### config.mk
export PLATFORM = sky130hd
export DESIGN_NAME = sfcb_ram
export DESIGN_NICKNAME = d
export VERILOG_FILES = /design/src/sv/sfcb_ram.sv
export SDC_FILE = /design/constraint.sdc
export NUM_CORES = 2
export LEC_CHECK = 0
export BUFFER_PORTS_ARGS = -buffer_cell sky130_fd_sc_hd__clkbuf_2
export CAP_MARGIN = 20
export CORE_AREA = 4 4 379 381
export CTS_BUF_LIST = sky130_fd_sc_hd__clkbuf_16
export DETAILED_ROUTE_END_ITERATION = 12
export DIE_AREA = 0 0 383 385
export PLACE_DENSITY_LB_ADDON = 0.3
export SLEW_MARGIN = 0
export SYNTH_ARGS = -nofsm -noshare
export SYNTH_HDL_FRONTEND = slang
export SYNTH_SLANG_ARGS = --single-unit
export TNS_END_PERCENT = 30
### constraint.sdc
create_clock -name clk -period 2.1 [get_ports clk]
set_input_delay 0 -clock clk [delete_from_list [all_inputs] [get_ports clk]]
set_output_delay 0 -clock clk [all_outputs]
set_load 0.005 [all_outputs]
### src/sv/sfcb_ram.sv
// Simple dual-port byte store with registered read data.
module sfcb_ram #(
  parameter int DEPTH = 256,
  parameter int WIDTH = 8,
  localparam int AW = $clog2(DEPTH)
) (
  input  logic             clk,
  input  logic             we,
  input  logic [AW-1:0]    waddr,
  input  logic [WIDTH-1:0] wdata,
  input  logic             re,
  input  logic [AW-1:0]    raddr,
  output logic [WIDTH-1:0] rdata
);

  logic [WIDTH-1:0] mem [DEPTH];
  logic [WIDTH-1:0] rdata_r;

  // Write port
  always_ff @(posedge clk) begin
    if (we) begin
      mem[waddr] <= wdata;
    end
  end

  // Read port: hold the last read until the next one
  always_ff @(posedge clk) begin
    if (re) begin
      rdata_r <= mem[raddr];
    end
  end

  assign rdata = rdata_r;

endmodule

; Yosys cells after proc, flatten, opt, wreduce, memory -nomap -nowiden
; Memory sizes are Yosys's and may differ from the RTL's. A register that Yosys moved wholly into a read port is not among the register bits.
; Cells that the tools add are included.
[classes]
mux = 2
[ops]
columns = cell, count
row1 = 1-bit two-way mux, 2
[word_totals]
regBits = 0
word_cells = 3
memories = 1
ramBits = 2048
output_inout_bits = 8
[memory_table]
columns = memory, words, word_bits, rd, rd_ports_with_merged_regs, wr, line
row1 = mem, 256, 8, 1, 1, 1, 16  ; logic [WIDTH-1:0] mem [DEPTH];

; Depth between registers and ports, before layout
[logic_depth]
word_depth = 2
ltp_mapped = 11

; Least setup slack after synthesis
; No wires, ideal clock.
[synth_path]
path_type = input to register
from = input raddr[0]
to = register rdata_r[2], in the netlist rdata[2] (read register of mem), data pin
path_slack_ps = 24
stages = 9
t_arrival_ps = 1807
setup_time_ps = 269
path_cell_list = buf_6 buf_12 buf_8 buf_2 mux4_2 a22oi_1 a21oi_1 nor4_1 nor4_2
[synth_lines]
columns = item, line
row1 = from (decl), 12  ; input logic [AW-1:0] raddr,
row2 = to (decl), 17  ; logic [WIDTH-1:0] rdata_r;

==> flow_summary.json <==
{
  "post-route-period-util_pct": 116.2,
  "synth.avg_cell_area_um2": 21.33,
  "crit_start": "mem[211][0]",
  "place.gp.congestion": 0.9033,
  "synth-edff-count": 2056,
  "synthesis.area_um2": 79640,
  "wl_per_cell_um": 30.27,
  "cts_sinks": 2056,
  "crit_required_ns": 2.67,
  "period_needed_ns": 2.440,
  "post-place-ws_ns": -1.321,
  "worstSkewPairLatency_ns": 0.85,
  "worstHoldPathType": "input port to flop",
  "grt_pass1_wl_um": 291000,
  "ys.flop_type": "edfxtp_1",
  "cts-root-buf": "clkbuf_16",
  "ys_top_cells_by_area": "edfxtp_1 78%, mux4_2 13%, mux2i_1 1.7%, nor2_1 1.3%, a22oi_1 1.3%",
  "violations": "setup timing",
  "final_core_util_pct": 66.97,
  "first_pass_iters": 6,
  "design_area_um2": 94130,
  "cts_tree": "yes",
  "initial_core_util_pct": 56.66,
  "hpwl_um": 126700,
  "async_flop_share_pct": 0,
  "hp-start": "waddr[3]",
  "final_common_cell": "edfxtp_1",
  "hold_viol_final": 0,
  "dp.cells": 6150,
  "netlist_instances": 3733,
  "slew_headroom_pct": 45.06,
  "overflow": 0,
  "p_total_mw": 84.52,
  "fp.dieH_um": 385,
  "synth_nets": 3760,
  "vdd_drop_max_mv": 0.8759,
  "clkTransAtPathRegs_ns": 0.06,
  "ios": 35,
  "critPathKind": "flop to flop",
  "chipWidth_um": 383,
  "drive_gt1_share_pct": 33.43,
  "fin_ws_ns": -0.3400,
  "start_kind": "flop",
  "num_rows": 138,
  "critPathCaptureType": "flop",
  "finClkSkew_ns": 0.06006,
  "grt_max_degree": 93,
  "synth-seq-cells": 2056,
  "ys_types": 54,
  "drt_iter0_drc": 5592,
  "fin_cells": 6533,
  "dieArea_um2": 147500,
  "max-cap-violations": 0,
  "layout-area-overhead-vs-synth_pct": 18.20,
  "num_vias": 41951,
  "grtUsageTotal_pct": 27.33,
  "drv_slew": 0,
  "antenna_found_initial": 11,
  "postCtsSetupRepairBufs": 0,
  "final_nets": 4505,
  "tns_ns": -2.103,
  "cp.arrival_ns": 3.01,
  "io_buffer_count": 34,
  "cts.path.max_buffers": 3,
  "fmaxAchievable_mhz": 409.8,
  "synth_top_cell_by_area": "edfxtp_1",
  "drc": 0,
  "postRouteAntennaNets": 0,
  "nFillCells": 8829,
  "rsz0062_at_grt": "true",
  "worstMarginPinSlew_ns": 0.8222,
  "cts_inserted_buffers": 198,
  "yosysSeqAreaShare_pct": 77.53,
  "setup_viol": 8,
  "htreeDepth": 4,
  "status": "finished with violations",
  "place_area_um2": 87340,
  "power_density_nw_per_um2": 898.0,
  "grt_pass1_vias": 42139,
  "ys_warn_count": 0,
  "leakage_nw": 30.86,
  "layout_common_cells": "2056 x edfxtp_1, 646 x buf_4, 454 x mux4_2",
  "cp_max_fo": 1,
  "r2r_start": "mem[211][0]",
  "wirelength_um": 197800,
  "yosysTopAreaCellShare_pct": 77.53,
  "vias_per_cell": 6.421,
  "core_area_um2": 140600,
  "hold_ws_ns": 0.09672
}
## state kept, by name, summed over array words and instances, names as in the netlist
name and count:
mem 2048, rdata 8
## layout make-up
cell class	count	area [um2]	area share [%]
Clock buffer	199	4980	5.290
Sequential cell	2056	61740	65.59
Tap cell	1890	2365	2.512
Clock inverter	162	1323	1.405
Antenna cell	4	10.01	0.01063
Inverter	2	7.507	0.007976
Timing Repair Buffer	778	6909	7.340
Multi-Input combinational cell	1442	16790	17.84
## power breakdown
group          switching, mW  total, mW  internal [mW]
combinational           2.85       4.85           2.01
clock                   15.3       34.4           19.0
sequential            0.0615       45.3           45.2
total                   18.2       84.5           66.3
## logic make-up after synthesis
group           after synthesis  share of synthesized area, %
flops                      2056                         77.53
mux                         591                         14.60
simple gates                466                         2.625
compound gates              385                         3.416
buf+inv                     235                         1.829
## worst max-delay path, stage by stage (launching register included)
cell and delay [ns]:
edfxtp_1 0.35, mux4_2 0.50, a22oi_1 0.27, buf_4 0.17, a21oi_1 0.07, nor4_2 0.54, buf_4 0.24, nor4_4 0.04
## synth_stat cells, drive strengths merged, types with 2 or more instances
| library cell | instances |
|---|---|
| edfxtp | 2056 |
| mux4 | 456 |
| nor2 | 282 |
| mux2i | 134 |
| a22oi | 133 |
| buf | 122 |
| clkbuf | 111 |
| a21oi | 96 |
| o221ai | 47 |
| nand3 | 34 |
| nand2 | 33 |
| nor2b | 31 |
| o22ai | 28 |
| nor4 | 27 |
| nor3 | 22 |
| a211oi | 16 |
| a221oi | 14 |
| o21ai | 12 |
| nand4 | 10 |
| o211ai | 10 |
| a22o | 8 |
| nand2b | 8 |
| and2 | 6 |
| a2111oi | 5 |
| o22a | 5 |
| o32ai | 5 |
| or2 | 4 |
| a311oi | 2 |
| a31oi | 2 |
| and3b | 2 |
| nand3b | 2 |
## path summary, 6_finish.rpt
path	end	slack, ns	depth (start not counted)
min	mem[158][4]	0.1	5
max	rdata[0]	-0.34	7
min reg2reg	rdata[6]	1.18	6
max reg2reg	rdata[0]	-0.34	7
## routing by layer
metal  vias to the layer above  share of wire, %  track usage [%]
li1                      17180                 -                -
met1                     21812                38            38.97
met5                         -             0.021                0
met2                      2564                48            42.97
met3                       389                11            5.366
met4                         6               3.8            9.740
## what timing repair did
action / CTS / global route
hold buffers: 18 / 0
pin swaps: 13 / 9
hold endpoints to repair: 1866 / 0
setup endpoints to repair: 8 / 8
gates resized for setup: 36 / 15
Power figures use the tool's default switching activity.
